==> config.mk <==
export PLATFORM = sky130hd
export DESIGN_NAME = fbtc_cell
export DESIGN_NICKNAME = d
export VERILOG_FILES = /design/src/fbtc_pkg.sv /design/src/fbtc_cell.sv
export SDC_FILE = /design/constraint.sdc
export NUM_CORES = 1
export LEC_CHECK = 0
export BUFFER_PORTS_ARGS = -buffer_cell sky130_fd_sc_hd__buf_2
export CAP_MARGIN = 10
export CORE_MARGIN = 3
export CORE_UTILIZATION = 36
export DETAILED_ROUTE_END_ITERATION = 16
export GPL_TIMING_DRIVEN = 0
export PLACE_DENSITY_LB_ADDON = 0.08
export SLEW_MARGIN = 20
export SYNTH_ARGS = -nofsm -noshare
export SYNTH_HDL_FRONTEND = slang
export SYNTH_SLANG_ARGS = --single-unit
==> constraint.sdc <==
create_clock -name clk -period 2.6 [get_ports clk]
set_input_delay 0.26 -clock clk [delete_from_list [all_inputs] [get_ports clk]]
set_output_delay 0.26 -clock clk [all_outputs]
set_load 0.02 [all_outputs]
==> src/fbtc_pkg.sv <==
package fbtc_pkg;

  // table geometry
  localparam int DEPTH     = 64;
  localparam int IDX_W     = $clog2(DEPTH);
  localparam int CNT_W     = $clog2(DEPTH + 1);
  localparam int ADDR_BITS = 20;
  localparam int START_W   = ADDR_BITS;
  localparam int SIZE_W    = ADDR_BITS + 1;
  localparam int SUM_W     = SIZE_W + 1;
  localparam int LVL       = $clog2(DEPTH);

  // operation codes
  localparam logic [1:0] OP_LOAD = 2'd0;
  localparam logic [1:0] OP_REL  = 2'd1;
  localparam logic [1:0] OP_READ = 2'd2;

  // status codes
  localparam logic [1:0] STS_OK   = 2'd0;
  localparam logic [1:0] STS_FULL = 2'd1;
  localparam logic [1:0] STS_IDX  = 2'd2;
  localparam logic [1:0] STS_OVF  = 2'd3;

  // per-cell update actions
  localparam int ACT_W = 3;
  typedef logic [ACT_W-1:0] act_t;
  localparam act_t ACT_HOLD  = 3'd0;
  localparam act_t ACT_LEFT  = 3'd1;
  localparam act_t ACT_RIGHT = 3'd2;
  localparam act_t ACT_NEW   = 3'd3;
  localparam act_t ACT_EXT   = 3'd4;
  localparam act_t ACT_MERGE = 3'd5;
  localparam act_t ACT_GROW  = 3'd6;

  // one table entry: start, size and end address
  typedef struct packed {
    logic [START_W-1:0] start;
    logic [SIZE_W-1:0]  size;
    logic [SIZE_W-1:0]  limit;
  } entry_t;

  // block word broadcast to every cell
  typedef struct packed {
    logic [START_W-1:0] s;
    logic [SIZE_W-1:0]  len;
    logic [SIZE_W-1:0]  e;
  } cmd_t;

  // compare results held in each cell
  typedef struct packed {
    logic eq_end;
    logic gt;
    logic eq_start;
  } flags_t;

  // operation summary handed to the scan logic
  typedef struct packed {
    logic [1:0] op;
    logic       ovf;
    logic       zero_len;
  } req_t;

  // outcome of the scan
  typedef struct packed {
    logic [CNT_W-1:0] cnt_nxt;
    logic [1:0]       status;
  } res_t;

  // exclusive prefix OR, log-depth
  function automatic logic [DEPTH-1:0] pre_or(input logic [DEPTH-1:0] v);
    logic [DEPTH-1:0] x;
    x = v;
    for (int k = 0; k < LVL; k++) begin
      x = x | (x << (1 << k));
    end
    return x << 1;
  endfunction

endpackage

==> src/fbtc_cell.sv <==
module fbtc_cell (
  input  logic            clk,
  input  fbtc_pkg::cmd_t  cmd,
  input  logic            cmp_en,
  input  logic            valid,
  input  fbtc_pkg::act_t  act,
  input  fbtc_pkg::entry_t left,
  input  fbtc_pkg::entry_t right,
  output fbtc_pkg::entry_t ent,
  output fbtc_pkg::flags_t flg
);
  import fbtc_pkg::*;

  entry_t             ent_r, ent_nxt;
  flags_t             flg_r;
  logic [SIZE_W-1:0]  ext_sz_r;

  // compare pass: local matches against the incoming word
  always_ff @(posedge clk) begin
    if (cmp_en) begin
      flg_r.eq_end   <= valid && (ent_r.limit == {1'b0, cmd.s});
      flg_r.gt       <= valid && (ent_r.start > cmd.s);
      flg_r.eq_start <= valid && ({1'b0, ent_r.start} == cmd.e);
      ext_sz_r       <= ent_r.size + cmd.len;
    end
  end

  // update pass: hold, shift, take the new word, extend, merge or grow downward
  always_comb begin
    ent_nxt = ent_r;
    case (act)
      ACT_LEFT:  ent_nxt = left;
      ACT_RIGHT: ent_nxt = right;
      ACT_NEW: begin
        ent_nxt.start = cmd.s;
        ent_nxt.size  = cmd.len;
        ent_nxt.limit = cmd.e;
      end
      ACT_EXT: begin
        ent_nxt.size  = ext_sz_r;
        ent_nxt.limit = cmd.e;
      end
      ACT_MERGE: begin
        ent_nxt.size  = ext_sz_r + right.size;
        ent_nxt.limit = right.limit;
      end
      ACT_GROW: begin
        ent_nxt.start = cmd.s;
        ent_nxt.size  = ext_sz_r;
      end
      default: ent_nxt = ent_r;
    endcase
  end

  always_ff @(posedge clk) begin
    ent_r <= ent_nxt;
  end

  assign ent = ent_r;
  assign flg = flg_r;

endmodule

==> results.json <==
{
  "status": "complete, no violations",
  "path_cells": "ha_2 -> inv_1 -> fa_2 -> nor2b_4 -> o2111ai_4 -> a21o_1 -> a21oi_2 -> o2111ai_1 -> a211o_1 -> nand3_1",
  "io_buffers": 254,
  "io_pins": 257,
  "grt_pass1_vias": 8495,
  "drv_slew": 0,
  "yosysWarnings": 0,
  "syn-instance-count": 972,
  "vias_per_cell": 5.80,
  "async_flop_share_pct": 0,
  "drtIter0Drc": 840,
  "fin_crit_sh_pct": 97.0,
  "cts.path.max_buffers": 2,
  "synth_area_leaders": "edfxtp_1, ha_1, a21oi_1, o22ai_1, nor2_1",
  "drtAntennaViolNets": 0,
  "num-fill-cells": 2190,
  "ctsRootBufferMaster": "clkbuf_16",
  "synth_edf_count": 86,
  "utilization_pct": 46.7,
  "p_leak_nw": 4.39,
  "avgSynthCellArea_um2": 8.34,
  "power_density_nw_per_um2": 616,
  "dieHeight_um": 156,
  "slew_headroom_pct": 38.5,
  "netlist_area_um2": 8100,
  "hold_depth": 3,
  "synth_flop_cell": "edfxtp_1",
  "synthSimpleGateAreaFrac_pct": 13.2,
  "htreeDepth": 3,
  "critPathLaunchType": "register",
  "drive_gt1_share_pct": 25.8,
  "synth-compound-area-share_pct": 29.8,
  "post_drt_wl_per_cell_um": 22.5,
  "hold_class": "primary input to register",
  "fp.coreArea_um2": 22000,
  "yosysMostFrequentCell": "a21oi_1",
  "initial_core_util_pct": 36.9,
  "row_count": 54,
  "multi_input_area_um2": 5310,
  "grt_max_degree": 25,
  "route.met2.wl_um": 16700,
  "dieWidth_um": 156,
  "finalSetupViolCount": 0,
  "synth_top_area_cell": "edfxtp_1",
  "nets": 1496,
  "ys_ff_latch": 86,
  "synth-xor-area-share_pct": 7.46,
  "m1WireLength_um": 14000,
  "grt_pass1_wl_um": 49700,
  "max_freq_mhz": 397,
  "period_needed_ps": 2520,
  "synth_top_family_by_area": "compound AO/OA/AOI/OAI gates",
  "area_delta_synth_final_pct": 26.6,
  "numCtsBuffers": 9,
  "clkSinkCount": 86,
  "clock_latency_ps": 360,
  "cts_hold_buf": 0,
  "max_stage_delay_ps": 380,
  "synth_cell_types": 63,
  "synth_mux_area_share_pct": 3.01,
  "hpwl_um": 27200,
  "worstPathMaxFanout": 4,
  "synth_commonest_cells": "a21oi_1, nor2_1, edfxtp_1, o22ai_1",
  "gp_congestion": 1.02,
  "grt_usage_pct": 26.8,
  "syn-num-nets": 1226,
  "crit_arrival_ps": 2740,
  "synth_seq_area_share_pct": 31.9,
  "reg2reg_depth": 10,
  "cts.clk_slew.worst_paths_ps": 70,
  "irDropWorstVdd_mv": 0.259,
  "top_layer_used": "met5",
  "synthAdderAreaFrac_pct": 9.76,
  "clock-skew-final_ps": 9.72,
  "hold_viol_final": 0,
  "grt.overflow.total": 0,
  "slowest_stage": "edfxtp_1",
  "die-area_um2": 24300,
  "wl_met3_um": 2520,
  "yosysTopAreaCellShare_pct": 31.9,
  "worst_hold_slack_ps": 237,
  "dr_total_vias": 8867,
  "antenna_found_initial": 1,
  "tritoncts": "yes",
  "crit_required_ps": 2810,
  "drt_wl_total_um": 34400,
  "critPathKind": "register to register",
  "regArea_um2": 2580,
  "drtPass1Iterations": 6,
  "tightest_slew_ps": 919,
  "endpoint_kind": "register",
  "post-route-drc-count": 0,
  "setup_tns_ps": 0,
  "cap_violations": 0
}
## critical path, delay by kind of cell (launching register included)
kind / cells / cell delay, ps
adders and majority gates: 2 / 580
and+or+nand+nor: 2 / 290
AOI/OAI and AO/OA: 5 / 1070
DFF: 1 / 380
buffers and inverters: 1 / 50
## stage by stage
| stage | setup WS (ps) | total power (W) | instance area, um^2 | instances |
|---|---|---|---|---|
| final | 78.7 | 0.00632 | 10300 | 1528 |
| after CTS | -9.05 | 0.00620 | 10100 | 1525 |
| after global placement | -1670 | 0.00484 | 9720 | 1506 |
| after floorplan | -36.0 | 0.00391 | 8100 | 972 |
| after global routing | -22.4 | 0.00665 | 10300 | 1527 |
| after detailed placement | -382 | 0.00485 | 9790 | 1508 |
## final timing paths
path                              start                     to  slack [ps]
setup / recovery  ext_sz_r[0]$_DFFE_PP_      ent[39]$_DFFE_PP_          80
hold / removal                 left[24]      ent[24]$_DFFE_PP_         240
setup reg to reg  ext_sz_r[0]$_DFFE_PP_      ent[39]$_DFFE_PP_          80
hold reg to reg       ent[21]$_DFFE_PP_  ext_sz_r[0]$_DFFE_PP_         640
## placed cells by master, fill, tap and decap left out, types with 6 or more instances in the layout
master,n
a21oi_1,123
o22ai_1,72
ha_1,56
nor3_1,8
xnor2_1,43
nand3_1,6
a22o_1,9
nand4_1,15
a21o_1,21
o21ai_0,42
mux2i_1,21
clkbuf_1,40
edfxtp_1,86
inv_1,42
a211oi_1,36
o21ai_1,12
buf_1,12
nor4_1,6
nand2_1,60
nor2_1,117
nor2b_1,6
xor2_1,26
clkbuf_16,9
nand2b_1,7
buf_2,262
a221oi_1,10
## sequential cells by signal (all words and copies together) (netlist names)
register  count
flg           3
ent          62
ext_sz_r     21
## routing by layer
layer / global-route usage [%] / up-vias
li1: - / 4218
met1: 34.1 / 4139
met2: 45.3 / 444
met3: 3.77 / 64
met4: 11.5 / 2
met5: 0 / -
## layout make-up
| class | count | area share, % |
|---|---|---|
| antenna | 1 | 0.0244 |
| buffer | 60 | 2.29 |
| inverter | 43 | 1.57 |
| sequential | 86 | 25.2 |
| clock inverter | 7 | 0.488 |
| timing repair buffer | 260 | 13.1 |
| clock buffer | 9 | 2.20 |
| multi-input combinational | 782 | 51.8 |
| tap | 280 | 3.42 |
## timing repair
item	CTS	global route
endpoints found under the hold margin	0	0
gates resized for setup	13	19
pin swaps	6	8
setup endpoints to repair	14	45
buffers inserted	1	3
## cells by family after synthesis
family | count (synthesis)
simple gates | 243
mux | 24
compound gates | 384
xor+xnor | 69
buf+inv | 104
flops | 86
fa+ha+maj | 62
## power breakdown
part / leakage (nW) / total [W] / switching (W) / internal, W
registers: 0.859 / 0.00207 / 0.000202 / 0.00187
clock network: 0.129 / 0.00130 / 0.000653 / 0.000652
logic: 3.40 / 0.00294 / 0.00176 / 0.00119
(Power assumes the default switching activity.)
