**config.mk**
```make
export PLATFORM = sky130hd
export DESIGN_NAME = fbtc_scan
export DESIGN_NICKNAME = d
export VERILOG_FILES = /design/src/fbtc_pkg.sv /design/src/fbtc_scan.sv
export SDC_FILE = /design/constraint.sdc
export NUM_CORES = 1
export LEC_CHECK = 0
export ABC_AREA = 1
export CORE_AREA = 3 3 184 186
export DETAILED_ROUTE_END_ITERATION = 7
export DIE_AREA = 0 0 187 189
export DONT_BUFFER_PORTS = 1
export PLACE_DENSITY = 0.47
export SLEW_MARGIN = 20
export SYNTH_ARGS = -nofsm -noshare
export SYNTH_HDL_FRONTEND = slang
export SYNTH_SLANG_ARGS = --single-unit
```
**constraint.sdc**
```tcl
create_clock -name vclk -period 7.4
set_input_delay 1.85 -clock vclk [all_inputs]
set_output_delay 1.85 -clock vclk [all_outputs]
set_load 0.02 [all_outputs]
```
**src/fbtc_pkg.sv**
```systemverilog
package fbtc_pkg;

  // table geometry
  localparam int DEPTH     = 64;
  localparam int IDX_W     = $clog2(DEPTH);
  localparam int CNT_W     = $clog2(DEPTH + 1);
  localparam int ADDR_BITS = 20;
  localparam int START_W   = ADDR_BITS;
  localparam int SIZE_W    = ADDR_BITS + 1;
  localparam int SUM_W     = SIZE_W + 1;
  localparam int LVL       = $clog2(DEPTH);

  // operation codes
  localparam logic [1:0] OP_LOAD = 2'd0;
  localparam logic [1:0] OP_REL  = 2'd1;
  localparam logic [1:0] OP_READ = 2'd2;

  // status codes
  localparam logic [1:0] STS_OK   = 2'd0;
  localparam logic [1:0] STS_FULL = 2'd1;
  localparam logic [1:0] STS_IDX  = 2'd2;
  localparam logic [1:0] STS_OVF  = 2'd3;

  // per-cell update actions
  localparam int ACT_W = 3;
  typedef logic [ACT_W-1:0] act_t;
  localparam act_t ACT_HOLD  = 3'd0;
  localparam act_t ACT_LEFT  = 3'd1;
  localparam act_t ACT_RIGHT = 3'd2;
  localparam act_t ACT_NEW   = 3'd3;
  localparam act_t ACT_EXT   = 3'd4;
  localparam act_t ACT_MERGE = 3'd5;
  localparam act_t ACT_GROW  = 3'd6;

  // one table entry: start, size and end address
  typedef struct packed {
    logic [START_W-1:0] start;
    logic [SIZE_W-1:0]  size;
    logic [SIZE_W-1:0]  limit;
  } entry_t;

  // block word broadcast to every cell
  typedef struct packed {
    logic [START_W-1:0] s;
    logic [SIZE_W-1:0]  len;
    logic [SIZE_W-1:0]  e;
  } cmd_t;

  // compare results held in each cell
  typedef struct packed {
    logic eq_end;
    logic gt;
    logic eq_start;
  } flags_t;

  // operation summary handed to the scan logic
  typedef struct packed {
    logic [1:0] op;
    logic       ovf;
    logic       zero_len;
  } req_t;

  // outcome of the scan
  typedef struct packed {
    logic [CNT_W-1:0] cnt_nxt;
    logic [1:0]       status;
  } res_t;

  // exclusive prefix OR, log-depth
  function automatic logic [DEPTH-1:0] pre_or(input logic [DEPTH-1:0] v);
    logic [DEPTH-1:0] x;
    x = v;
    for (int k = 0; k < LVL; k++) begin
      x = x | (x << (1 << k));
    end
    return x << 1;
  endfunction

endpackage

```
**src/fbtc_scan.sv**
```systemverilog
module fbtc_scan (
  input  fbtc_pkg::req_t                 req,
  input  logic                           go,
  input  logic [fbtc_pkg::CNT_W-1:0]     cnt,
  input  logic [fbtc_pkg::DEPTH-1:0]     valid_v,
  input  logic [fbtc_pkg::DEPTH-1:0]     eq_end_v,
  input  logic [fbtc_pkg::DEPTH-1:0]     gt_v,
  input  logic [fbtc_pkg::DEPTH-1:0]     eq_start_v,
  output fbtc_pkg::act_t                 act [fbtc_pkg::DEPTH],
  output fbtc_pkg::res_t                 res
);
  import fbtc_pkg::*;

  localparam logic [1:0] K_NONE = 2'd0;
  localparam logic [1:0] K_INS  = 2'd1;
  localparam logic [1:0] K_EXT  = 2'd2;
  localparam logic [1:0] K_GROW = 2'd3;

  logic [DEPTH-1:0] hit, hit_pre, first, win_a, win_b, merge_v, grow_v;
  logic [DEPTH-1:0] key, key_pre, ins_first;
  logic             any_a, any_b, any_grow, merge, full;
  logic [1:0]       kind;

  // first entry that either ends at the freed start or starts above it
  assign hit     = eq_end_v | gt_v;
  assign hit_pre = pre_or(hit);
  assign first   = hit & ~hit_pre;
  assign win_a   = first & eq_end_v;
  assign win_b   = first & ~eq_end_v;
  assign merge_v = win_a & (eq_start_v >> 1);
  assign grow_v  = win_b & eq_start_v;
  assign any_a    = |win_a;
  assign any_b    = |win_b;
  assign any_grow = |grow_v;
  assign merge    = |merge_v;

  // sorted insert position: first entry above, else first free slot
  assign key       = gt_v | ~valid_v;
  assign key_pre   = pre_or(key);
  assign ins_first = key & ~key_pre;

  assign full = (cnt == CNT_W'(DEPTH));

  // choose what this word does
  always_comb begin
    kind       = K_NONE;
    res.status = STS_OK;
    if (req.op == OP_LOAD || req.op == OP_REL) begin
      if (req.ovf) begin
        res.status = STS_OVF;
      end else if (!req.zero_len) begin
        if (req.op == OP_REL && any_a) begin
          kind = K_EXT;
        end else if (req.op == OP_REL && any_b && any_grow) begin
          kind = K_GROW;
        end else if (full) begin
          res.status = STS_FULL;
        end else begin
          kind = K_INS;
        end
      end
    end
  end

  // new count
  always_comb begin
    res.cnt_nxt = cnt;
    if (kind == K_INS) begin
      res.cnt_nxt = cnt + CNT_W'(1);
    end else if (kind == K_EXT && merge) begin
      res.cnt_nxt = cnt - CNT_W'(1);
    end
  end

  // per-cell actions
  always_comb begin
    for (int i = 0; i < DEPTH; i++) begin
      act[i] = ACT_HOLD;
      if (go) begin
        case (kind)
          K_INS: begin
            if (ins_first[i]) begin
              act[i] = ACT_NEW;
            end else if (key_pre[i]) begin
              act[i] = ACT_LEFT;
            end
          end
          K_EXT: begin
            if (win_a[i]) begin
              act[i] = merge ? ACT_MERGE : ACT_EXT;
            end else if (merge && hit_pre[i]) begin
              act[i] = ACT_RIGHT;
            end
          end
          K_GROW: begin
            if (grow_v[i]) begin
              act[i] = ACT_GROW;
            end
          end
          default: act[i] = ACT_HOLD;
        endcase
      end
    end
  end

endmodule

```
==> metrics.json <==
{
  "place": {
    "dp.final_hpwl_um": 67700,
    "finalWeightedCongestion": 1.13,
    "io_buffers": 0,
    "dp_worst_setup_slack_ns": -0.303,
    "place_area_mm2": 0.0138
  },
  "worst_setup_path": {
    "critical_path_arrival_ns": 5.48,
    "startpoint": "eq_end_v[11]",
    "critical_path_required_ns": 5.55,
    "kind_of_critical_path": "in -> out",
    "worst_setup_path_end_kind": "output pin",
    "worstPathMaxFanout": 16,
    "crit_path_start_kind": "primary input"
  },
  "grt": {
    "track_usage": 0.421,
    "globalRoute.totalOverflow": 0,
    "grt_antenna_before_repair": 1,
    "grt_first_pass_wirelength_um": 114000,
    "via_count_of_the_first_global_routing_pass": 17809,
    "grt_start_max_net_pins": 73
  },
  "floorplan": {
    "placementRows": 66,
    "dieWidth_um": 187,
    "core_mm2": 0.0325,
    "fp.dieH_um": 189,
    "initial_core_utilization": 0.358,
    "die-area_mm2": 0.0353,
    "boundaryPins": 469
  },
  "flow_run": {
    "max_cap_viol_count": 0
  },
  "layout": {
    "fillers": 3896,
    "diodes": 0,
    "flops_and_latches": 0,
    "layout-area-overhead-vs-synth_pct": 20.2,
    "mostFrequentLayoutCell": "nand2_1",
    "most_used_cells_in_the_layout_excluding_fill_and_tap_cells": "nand2_1 (616), nor2_1 (543), inv_1 (401)",
    "design_area_mm2": 0.0140,
    "finish.net_count": 2965,
    "ff_latch_area_um2": 0,
    "post_route_cells_drive_above_1_share": 0.163,
    "num-clock-buffers": 0
  },
  "drt": {
    "drt-initial-drc-count": 2388,
    "drc_errors": 0,
    "wl_per_cell_um": 25.4,
    "number_of_iterations_in_the_first_detailed_routing_pass": 6,
    "highest_layer": "met5",
    "post_drt_antenna_nets": 0,
    "met3_wirelength_um": 9320,
    "detail_route.wirelength_um": 79700,
    "met2RoutedLength_um": 35400,
    "viasPerCell": 5.96,
    "num_vias": 18688,
    "met1Wirelength_um": 30100
  },
  "sta": {
    "period_minus_slack_ns": 7.33,
    "finalWorstSetupSlack_ns": 0.0693,
    "timing_hold_violations_final": 0,
    "final_setup_violation_count": 0,
    "relSlewSlack": 0.332,
    "tightest_slew_ns": 0.993,
    "totalNegativeSetupSlack_ns": 0,
    "highest_attainable_clock_frequency_mhz": 136,
    "worst_slack_on_hold_paths_ns": 3.78,
    "unrepaired_setup_endpoints_after_global_routing": "yes",
    "final.period_utilization": 0.991,
    "final_max_slew_viol_count": 0
  },
  "synth": {
    "syn-num-nets": 2776,
    "syn_inst": 2506,
    "ys_warn_count": 0,
    "seq_area_frac_synth": 0,
    "yosysUniqueCellTypes": 43,
    "syn_area_mm2": 0.0116,
    "postSynthAreaPerCell_um2": 4.63
  },
  "pwr": {
    "power.density_cell_area_mw_per_mm2": 21.3,
    "cellLeakagePower_uw": 0.00586,
    "worst_ir_drop_vdd_uv": 21.4
  },
  "min_path": {
    "timing.hold.worst.class": "in -> out",
    "min-delay-start": "req[3]"
  },
  "run_status": {
    "run_status": "completed"
  },
  "cts": {
    "post_cts_hold_buffer_count": 0
  }
}
## stage by stage
stage	utilization	instances	power, µW
after floorplan	-	2506	187
after global placement	0.426	3129	285
after detailed placement	0.426	3129	284
after CTS	0.427	3132	286
after global routing	0.430	3135	313
final	0.430	3135	297
## power breakdown
part | internal, µW | total [µW] | switching (µW)
Clock | 0 | 0 | 0
Combinational | 75.2 | 297 | 222
Sequential | 0 | 0 | 0
Total | 75.2 | 297 | 222
## synth_stat cells, drive strengths merged
cell,instances,share of area
nand2,649,0.22
nor2,608,0.22
inv,415,0.13
a21oi,182,0.089
nand4,172,0.093
nand3,150,0.066
buf,66,0.041
nor3,56,0.025
o21ai,47,0.021
nor4,37,0.020
nor4b,28,0.021
nand3b,22,0.014
clkbuf,17,0.0055
o22ai,17,0.0092
or2,15,0.0081
nor3b,6,0.0039
o31ai,6,0.0039
and3,2,0.0011
dlygate4sd1,2,0.0015
ha,2,0.0022
o2111ai,2,0.0015
a2111oi,1,0.00075
and2,1,0.00054
o211ai,1,0.00065
or3,1,0.00054
xnor2,1,0.00075
## critical path: stages
cell and delay [ns]:
nor2_1 0.27, nand2_1 0.16, nor2_2 0.20, nand2_1 0.20, nor2_8 0.29, nand2_2 0.20, inv_1 0.16, nand3_1 0.11
nand2_1 0.15, nor2_1 0.07, nand2_1 0.07, inv_2 0.07, nand3_1 0.12, nor2_1 0.06, nand2_1 0.11, nand2_2 0.11
a21oi_4 0.20, buf_4 0.17, o21ai_4 0.05, buf_4 0.16, buf_4 0.22, a21oi_1 0.25, buf_4 0.20
## routing by layer
| metal | GRT usage | up-vias |
|---|---|---|
| li1 | - | 8450 |
| met1 | 0.519 | 8496 |
| met2 | 0.705 | 1472 |
| met3 | 0.0929 | 268 |
| met4 | 0.186 | 2 |
| met5 | 0 | - |
## path summary, 6_finish.rpt
check | to | slack [ns] | depth (start not counted)
setup / recovery | act[143] | 0.07 | 23
hold / removal | res[1] | 3.78 | 1
## timing repair
action	CTS	global route
setup endpoints to repair	177	192
gates resized for setup	5	18
setup buffers	3	3
gates cloned	0	0
pin swaps	1	2
## cells by family after synthesis
family / share of synthesized area
XOR/XNOR: 0.000754
buffers and inverters: 0.182
AO/OA/AOI/OAI: 0.127
adder cells (fa/ha/maj): 0.00215
AND/OR/NAND/NOR: 0.688
## cell type report
cell class                 count  area, µm²  share of cell area
inverter                     415       1560               0.112
multi-input combinational   2006       9590               0.687
timing repair buffer         272       2250               0.162
tap                          442        553              0.0396
No activity file was read; power rests on OpenSTA's default activity.
